--- config.mk ---
export PLATFORM = sky130hd
export DESIGN_NAME = sensor_fifo_sample_unpack_ring
export DESIGN_NICKNAME = d
export VERILOG_FILES = /design/src/rtl/core/sfsur_pkg.sv /design/src/rtl/core/sfsur_ram.sv /design/src/rtl/core/sensor_fifo_sample_unpack_ring.sv
export SDC_FILE = /design/constraint.sdc
export NUM_CORES = 2
export LEC_CHECK = 0
export BUFFER_PORTS_ARGS = -buffer_cell sky130_fd_sc_hd__buf_2
export CORE_MARGIN = 1.5
export CORE_UTILIZATION = 35
export CTS_CLUSTER_SIZE = 8
export DETAILED_ROUTE_END_ITERATION = 7
export GPL_ROUTABILITY_DRIVEN = 0
export GPL_TIMING_DRIVEN = 0
export PLACE_DENSITY = 0.53
export SYNTH_ARGS = -nofsm -noshare
export SYNTH_HDL_FRONTEND = slang
export SYNTH_SLANG_ARGS = --single-unit
--- constraint.sdc ---
create_clock -name clk -period 29.5 [get_ports clk]
set_input_delay 5.9 -clock clk [delete_from_list [all_inputs] [get_ports clk]]
set_output_delay 5.9 -clock clk [all_outputs]
set_load 0.005 [all_outputs]
--- src/rtl/core/sfsur_pkg.sv ---
// Types, ring constants and pointer helpers for the sensor sample unpack ring.
// Depends on nothing; imported by sensor_fifo_sample_unpack_ring.
package sfsur_pkg;

	localparam int RING_DEPTH = 32;
	localparam int RING_AW    = $clog2(RING_DEPTH);
	localparam int PTR_W1     = RING_AW + 1;
	localparam int SAMPLE_W   = 18;
	localparam int COUNT_W    = 5;
	localparam int CHAN_W     = 2;

	typedef logic [RING_AW-1:0]  ring_ptr_t;
	typedef logic [SAMPLE_W-1:0] sample_t;

	typedef struct packed {
		logic       action;
		logic [7:0] data_byte;
	} item_t;

	typedef struct packed {
		logic               record_done;
		logic [COUNT_W-1:0] available_count;
		sample_t            newest_red;
		sample_t            newest_ir;
		sample_t            newest_green;
		sample_t            oldest_red;
		sample_t            oldest_ir;
		sample_t            oldest_green;
	} result_t;

	// One stored record: one sample per LED channel
	typedef struct packed {
		sample_t red;
		sample_t ir;
		sample_t green;
	} record_t;

	localparam logic ACT_PUSH = 1'b0;
	localparam logic ACT_POP  = 1'b1;

	function automatic ring_ptr_t ring_next(input ring_ptr_t i);
		return (i == RING_AW'(RING_DEPTH - 1)) ? '0 : i + 1'b1;
	endfunction

	// head minus tail, modulo ring depth
	function automatic ring_ptr_t ring_count(input ring_ptr_t h, input ring_ptr_t t);
		logic [PTR_W1-1:0] d;
		d = {1'b0, h} - {1'b0, t};
		if (h < t)
			d = d + PTR_W1'(RING_DEPTH);
		return d[RING_AW-1:0];
	endfunction

endpackage

--- src/rtl/core/sfsur_ram.sv ---
// Generic single write port, single read port RAM with registered read data.
// No dependencies.
module sfsur_ram #(
	parameter int WIDTH = 8,
	parameter int DEPTH = 32
) (
	input  logic                     clk,
	input  logic                     wr_en,
	input  logic [$clog2(DEPTH)-1:0] wr_addr,
	input  logic [WIDTH-1:0]         wr_data,
	input  logic                     rd_en,
	input  logic [$clog2(DEPTH)-1:0] rd_addr,
	output logic [WIDTH-1:0]         rd_data
);

	logic [WIDTH-1:0] mem_q [DEPTH];

	always_ff @(posedge clk) begin
		if (wr_en)
			mem_q[wr_addr] <= wr_data;
		if (rd_en)
			rd_data <= mem_q[rd_addr];
	end

endmodule

--- src/rtl/core/sensor_fifo_sample_unpack_ring.sv ---
// Top level of the sensor sample unpack ring: byte assembly, pointers, result stage.
// Depends on sfsur_pkg and sfsur_ram.
//
// Takes raw sensor FIFO bytes, one per item transfer, and joins each run of three
// (MSB first, low 18 bits kept) into a sample. Samples fill red, IR, green in turn
// up to active_channels per record (0 behaves as 1); channels above the last one
// written read as zero. A completed record is stored in a 32-slot ring at head+1
// and head moves onto it; a pop item moves tail on if any record is unread. Each
// item gives exactly one result transfer: record_done, the unread count, the record
// at head and the record at tail+1 (the latter zero when nothing is unread). Overrun is not
// checked: a record completing on a full ring discards the unread ones.
// Throughput is one item per clock when item_stall is low. The result is registered
// in stage 1 and then in the output register; stage 1 is the registered read port
// of the ring RAM.
// Up to two results are held internally, so a stalled output blocks the input only
// once both are full. The ring needs no clearing pass after reset: only written slots
// ever reach the result. active_channels (reset value 1) is written through cfg_wr_en /
// cfg_wr_data; the user must do so only while the block is idle, as the block leaves it unchecked.
module sensor_fifo_sample_unpack_ring (
	input  logic                              clk,
	input  logic                              arst_n,
	input  logic                              cfg_wr_en,
	input  logic [sfsur_pkg::CHAN_W-1:0]      cfg_wr_data,
	input  logic                              item_valid,
	output logic                              item_stall,
	input  sfsur_pkg::item_t                  item,
	output logic                              result_valid,
	input  logic                              result_stall,
	output sfsur_pkg::result_t                result
);
	import sfsur_pkg::*;

	// byte position within a sample
	localparam logic [1:0] PH_B0 = 2'd0;
	localparam logic [1:0] PH_B1 = 2'd1;
	localparam logic [1:0] PH_B2 = 2'd2;

	localparam logic [CHAN_W-1:0] ACT_CH_RESET = CHAN_W'(1);

	// Architectural state
	logic [CHAN_W-1:0] active_channels_q;
	logic [1:0]        byte_phase_q;
	logic [CHAN_W-1:0] channel_index_q;
	logic [15:0]       partial_bits_q;
	ring_ptr_t         head_q, tail_q;
	sample_t           asm_red_q, asm_ir_q;   // samples of the record in progress
	record_t           newest_q;              // mirror of the slot at head

	// Next-state values
	logic [1:0]        byte_phase_d;
	logic [CHAN_W-1:0] channel_index_d;
	logic [15:0]       partial_bits_d;
	ring_ptr_t         head_d, tail_d;
	sample_t           asm_red_d, asm_ir_d;
	record_t           newest_d;

	logic              accept;
	logic              rec_done;
	logic              last_chan;
	logic [CHAN_W-1:0] chans;
	sample_t           sample;
	ring_ptr_t         wr_slot, rd_slot, avail_d;
	record_t           wr_rec;

	// Stage 1 (RAM read in flight) and output register
	logic              valid_s1;
	logic              done_s1;
	ring_ptr_t         avail_s1;
	record_t           newest_s1;
	logic              byp_s1;
	record_t           byp_rec_s1;
	record_t           rd_rec;
	record_t           oldest;
	logic              s1_move;
	logic              out_valid_q;
	result_t           out_q;

	assign accept  = item_valid && !item_stall;
	assign s1_move = valid_s1 && (!out_valid_q || !result_stall);
	assign item_stall = valid_s1 && !s1_move;

	assign chans   = (active_channels_q == '0) ? CHAN_W'(1) : active_channels_q;
	assign sample  = {partial_bits_q[9:0], item.data_byte};
	assign wr_slot = ring_next(head_q);
	assign last_chan = ((CHAN_W + 1)'(channel_index_q) + 1'b1 >= {1'b0, chans})
		|| (channel_index_q >= CHAN_W'(2));

	// Assembly and pointer update for one item
	always_comb begin
		byte_phase_d    = byte_phase_q;
		channel_index_d = channel_index_q;
		partial_bits_d  = partial_bits_q;
		head_d          = head_q;
		tail_d          = tail_q;
		asm_red_d       = asm_red_q;
		asm_ir_d        = asm_ir_q;
		newest_d        = newest_q;
		rec_done        = 1'b0;
		wr_rec          = '0;

		if (item.action == ACT_PUSH) begin
			unique case (byte_phase_q)
				PH_B1: begin
					partial_bits_d = {partial_bits_q[7:0], item.data_byte};
					byte_phase_d   = PH_B2;
				end
				PH_B2: begin
					byte_phase_d = PH_B0;
					if (channel_index_q == CHAN_W'(0))
						asm_red_d = sample;
					else if (channel_index_q == CHAN_W'(1))
						asm_ir_d = sample;
					if (last_chan) begin
						// channels above the one just written are cleared
						wr_rec.red   = (channel_index_q == CHAN_W'(0)) ? sample : asm_red_q;
						wr_rec.ir    = (channel_index_q == CHAN_W'(1)) ? sample :
							(channel_index_q > CHAN_W'(1)) ? asm_ir_q : '0;
						wr_rec.green = (channel_index_q >= CHAN_W'(2)) ? sample : '0;
						rec_done        = 1'b1;
						newest_d        = wr_rec;
						channel_index_d = '0;
						head_d          = wr_slot;
					end else begin
						channel_index_d = channel_index_q + 1'b1;
					end
				end
				default: begin
					partial_bits_d = {8'd0, item.data_byte};
					byte_phase_d   = PH_B1;
				end
			endcase
		end else if (ring_count(head_q, tail_q) != '0) begin
			tail_d = ring_next(tail_q);
		end
	end

	assign avail_d = ring_count(head_d, tail_d);
	assign rd_slot = ring_next(tail_d);

	always_ff @(posedge clk or negedge arst_n) begin
		if (!arst_n) begin
			active_channels_q <= ACT_CH_RESET;
			byte_phase_q      <= PH_B0;
			channel_index_q   <= '0;
			partial_bits_q    <= '0;
			head_q            <= '0;
			tail_q            <= '0;
			asm_red_q         <= '0;
			asm_ir_q          <= '0;
			newest_q          <= '0;
		end else begin
			if (cfg_wr_en)
				active_channels_q <= cfg_wr_data;
			if (accept) begin
				byte_phase_q    <= byte_phase_d;
				channel_index_q <= channel_index_d;
				partial_bits_q  <= partial_bits_d;
				head_q          <= head_d;
				tail_q          <= tail_d;
				asm_red_q       <= asm_red_d;
				asm_ir_q        <= asm_ir_d;
				newest_q        <= newest_d;
			end
		end
	end

	// Whole records go into the ring at completion; oldest is read at tail+1
	sfsur_ram #(
		.WIDTH ($bits(record_t)),
		.DEPTH (RING_DEPTH)
	) u_ring (
		.clk     (clk),
		.wr_en   (accept && rec_done),
		.wr_addr (wr_slot),
		.wr_data (wr_rec),
		.rd_en   (accept),
		.rd_addr (rd_slot),
		.rd_data (rd_rec)
	);

	// Stage 1 control
	always_ff @(posedge clk or negedge arst_n) begin
		if (!arst_n)
			valid_s1 <= 1'b0;
		else if (accept)
			valid_s1 <= 1'b1;
		else if (s1_move)
			valid_s1 <= 1'b0;
	end

	// Stage 1 payload; bypass covers a record written to the slot being read
	always_ff @(posedge clk) begin
		if (accept) begin
			done_s1    <= rec_done;
			avail_s1   <= avail_d;
			newest_s1  <= newest_d;
			byp_s1     <= rec_done && (wr_slot == rd_slot);
			byp_rec_s1 <= wr_rec;
		end
	end

	assign oldest = (avail_s1 == '0) ? '0 : (byp_s1 ? byp_rec_s1 : rd_rec);

	always_ff @(posedge clk or negedge arst_n) begin
		if (!arst_n)
			out_valid_q <= 1'b0;
		else if (s1_move)
			out_valid_q <= 1'b1;
		else if (!result_stall)
			out_valid_q <= 1'b0;
	end

	always_ff @(posedge clk) begin
		if (s1_move) begin
			out_q.record_done     <= done_s1;
			out_q.available_count <= COUNT_W'(avail_s1);
			out_q.newest_red      <= newest_s1.red;
			out_q.newest_ir       <= newest_s1.ir;
			out_q.newest_green    <= newest_s1.green;
			out_q.oldest_red      <= oldest.red;
			out_q.oldest_ir       <= oldest.ir;
			out_q.oldest_green    <= oldest.green;
		end
	end

	assign result_valid = out_valid_q;
	assign result       = out_q;

	// Checks
	a_stall_needs_backlog: assert property (@(posedge clk) disable iff (!arst_n)
		item_stall |-> (valid_s1 && out_valid_q))
		else $error("input stalled without a full result path");

	a_head_on_record: assert property (@(posedge clk) disable iff (!arst_n)
		(accept && rec_done) |=> (head_q == $past(wr_slot)))
		else $error("head did not move onto the stored record");

	a_pop_moves_tail: assert property (@(posedge clk) disable iff (!arst_n)
		(accept && item.action == ACT_POP && head_q != tail_q) |=> (tail_q != $past(tail_q)))
		else $error("pop on a non-empty ring left tail in place");

	a_chan_range: assert property (@(posedge clk) disable iff (!arst_n)
		channel_index_q <= CHAN_W'(2))
		else $error("channel index beyond green");

	a_done_clears_chan: assert property (@(posedge clk) disable iff (!arst_n)
		(accept && rec_done) |=> (channel_index_q == '0 && byte_phase_q == PH_B0))
		else $error("record completion left assembly state behind");

endmodule
==> flow_summary.json <==
{
  "fin_area_um2": 96000,
  "cp_slowest_stage_delay_ns": 0.12,
  "ys_ff_latch": 2129,
  "hpwl_um": 143000,
  "viasPerCell": 5.40,
  "period_share": 0.415,
  "cts_sinks": 2129,
  "portBuffers": 131,
  "synth_area_leader_cell": "edfxtp_1",
  "critical_path_class": "primary input to output pin",
  "synth_edf_count": 2011,
  "cts_hold_buf": 0,
  "cp-end-kind": "output pin",
  "slew_headroom": 0.0498,
  "grt_usage": 0.182,
  "numCtsBuffers": 318,
  "syn_nets": 3694,
  "synth_area_per_cell_um2": 22.0,
  "layout-drive-gt1-share": 0.301,
  "nFillCells": 19700,
  "yosys-top-cells-count": "2011 x edfxtp_1, 432 x mux4_2, 216 x o22ai_1",
  "cts-htree-levels": 5,
  "yosysTopAreaCellShare": 0.751,
  "die_w_um": 482,
  "areaGrowthSynthToFinish_pct": 19.4,
  "finalSetupTns_ns": 0,
  "rsz0062_at_grt": "no",
  "slew_viol_final": 0,
  "root_buffer": "clkbuf_16",
  "worstMarginPinSlew_ns": 1.43,
  "ctsResizeCount": 0,
  "timing.fmax_mhz": 81.7,
  "ys_types": 63,
  "instances_no_fill": 7333,
  "period_minus_slack_ns": 12.24,
  "cts_setup_buffers": 0,
  "cp_top_family": "buffers and inverters",
  "syn_inst": 3656,
  "dr.first_iter.drc_count": 3843,
  "cp_common_cell": "buf_2",
  "finalPower_uw": 12200,
  "clk_pin_slew_ns": 0.05,
  "finalSetupViolations": 0,
  "peakVddDrop_mv": 0.0831,
  "hold_ws_ns": 0.412,
  "grt_max_degree": 90,
  "start_kind": "primary input",
  "die-area_um2": 233000,
  "hold_viol_final": 0,
  "routed_wl_um": 212000,
  "core_area_um2": 228000,
  "clock_path_buffers": 4,
  "skew_ns": 0.0538,
  "worst_ep_required_time_ns": 23.60,
  "synth.area.top_cells": "edfxtp_1 75%, mux4_2 12%, dfrtp_1 3.6%",
  "io_pins": 132,
  "cap_viol_max_count": 0,
  "nets": 4265,
  "cp.arrival_ns": 6.34,
  "initial_core_util": 0.353,
  "ys_seq_area_frac": 0.788,
  "grt_pass1_wl_um": 302000,
  "placed_cell_area_um2": 87400,
  "cts_tree": "yes",
  "synth_area_um2": 80400,
  "routedWlPerCell_um": 29.0,
  "first_pass_iters": 5,
  "place_inst": 6916,
  "antenna_found_initial": 20,
  "crit_slowest_cell": "buf_2",
  "drcViolationCount": 0,
  "antenna_left": 0,
  "gr-total-overflow": 0,
  "vias": 39600,
  "synth_ff_type": "edfxtp_1",
  "insertion_delay_ns": 0.91,
  "grt_pass1_vias": 40500,
  "path_max_fanout": 3,
  "die_y_um": 482,
  "p_per_area_nw_per_um2": 128,
  "rows": 175,
  "yosys_warnings": 0,
  "path_buf_inv": 3,
  "synthArstFlopShare": 0.0554,
  "post-synth-top-count-cell": "edfxtp_1",
  "crit_path_cell_trace": "buf_2, nand3_1, inv_1, buf_2",
  "power.leakage_uw": 0.0308,
  "status": "finished clean",
  "min_path_type": "flip-flop to flip-flop"
}
placed cells by master (no fill, tap or decap), types with 7 or more instances in the layout:
cell type  instances
edfxtp_1        2011
mux4_2           432
clkbuf_16        325
o22ai_1          216
clkbuf_1         169
buf_2            166
dfrtp_1          117
mux2i_1           77
nor2_1            71
buf_12            71
nand2_1           68
o21ai_0           58
a21o_1            56
nor4_2            51
mux2_2            41
nor2_2            36
buf_8             35
nor2_4            33
buf_4             23
ha_1              21
inv_1             20
a22oi_1           18
a22o_1            18
buf_6             17
nand3_1           15
buf_1             14
xnor2_1           13
and2_1            11
buf_16            10
nor3_2             7
sequential cells by signal, summed over array words and instances (netlist names), 2 cells and up:
register	cells
u_ring.rd_data	54
channel_index_q	2
newest_q	54
avail_s1	5
partial_bits_q	10
asm_ir_q	18
head_q	5
u_ring.mem_q	1728
result	114
byp_rec_s1	54
asm_red_q	18
active_channels_q	2
newest_s1	54
byte_phase_q	2
tail_q	5
where the power goes:
part	internal (uW)	switching, uW
Combinational	2410	2960
Clock	1970	1220
Sequential	3600	76.8
Total	7980	4260
per-stage QoR:
step            util  setup WS [ns]
3_3_place_gp   0.372           7.21
4_1_cts        0.421          17.26
5_1_grt        0.421          17.21
3_5_place_dp   0.384          17.04
2_1_floorplan      -          14.59
6_report       0.421          17.26
final cells by class:
| cell class | instances | area (um2) | share of cell area |
|---|---|---|---|
| antenna | 6 | 15.0 | 0.000156 |
| buffer | 189 | 960 | 0.0100 |
| clock buffer | 400 | 8410 | 0.0876 |
| clock inverter | 11 | 123 | 0.00128 |
| inverter | 23 | 86.3 | 0.000899 |
| multi-input combinational | 1315 | 16400 | 0.171 |
| sequential | 2129 | 63300 | 0.660 |
| tap | 3009 | 3760 | 0.0392 |
| timing repair buffer | 251 | 2930 | 0.0305 |
metal layers:
layer  track usage  vias up  part of all wire
met5             0        -          0.000061
met1         0.260    21500              0.44
met3        0.0365      337             0.061
met2         0.286     1335              0.47
li1              -    16400                 -
met4        0.0478        2             0.024
worst paths after layout:
path	cells after the start	from	slack, ns	endpoint
max in group asynchronous	2	arst_n	23.73	asm_red_q[3]$_DFFE_PN0P_
hold / removal	0	newest_s1[34]$_DFFE_PP_	0.41	result[88]$_DFFE_PP_
hold reg to reg	0	newest_s1[34]$_DFFE_PP_	0.41	result[88]$_DFFE_PP_
setup reg to reg	15	tail_q[3]$_DFFE_PN0P_	22.49	u_ring.rd_data[1]$_DFFE_PP_
setup / recovery	4	result_stall	17.26	item_stall
min in group asynchronous	1	arst_n	4.90	newest_q[6]$_DFFE_PN0P_
cell families (layout without fill, tap and decap cells):
logic type | Yosys count | in the layout | share of synthesized area
buf+inv | 212 | 874 | 0.0129
simple gates | 332 | 332 | 0.0242
fa+ha+maj | 23 | 23 | 0.00364
xor+xnor | 18 | 18 | 0.00196
mux | 550 | 550 | 0.136
compound gates | 392 | 392 | 0.0329
other cells | 0 | 6 | 0
flops | 2129 | 2129 | 0.788
worst reg2reg max path, stage by stage, from the launching register on:
cell	delay (ns)
dfrtp_1	0.31
clkbuf_1	0.30
inv_1	0.09
ha_1	0.33
a211o_1	0.34
a221oi_4	0.43
buf_6	0.22
mux2i_1	0.47
inv_1	0.09
ha_1	0.29
clkbuf_2	0.63
buf_1	1.12
clkbuf_1	1.00
mux4_2	0.40
o22ai_1	0.08
nor4_1	0.64
(Power assumes the default switching activity.)
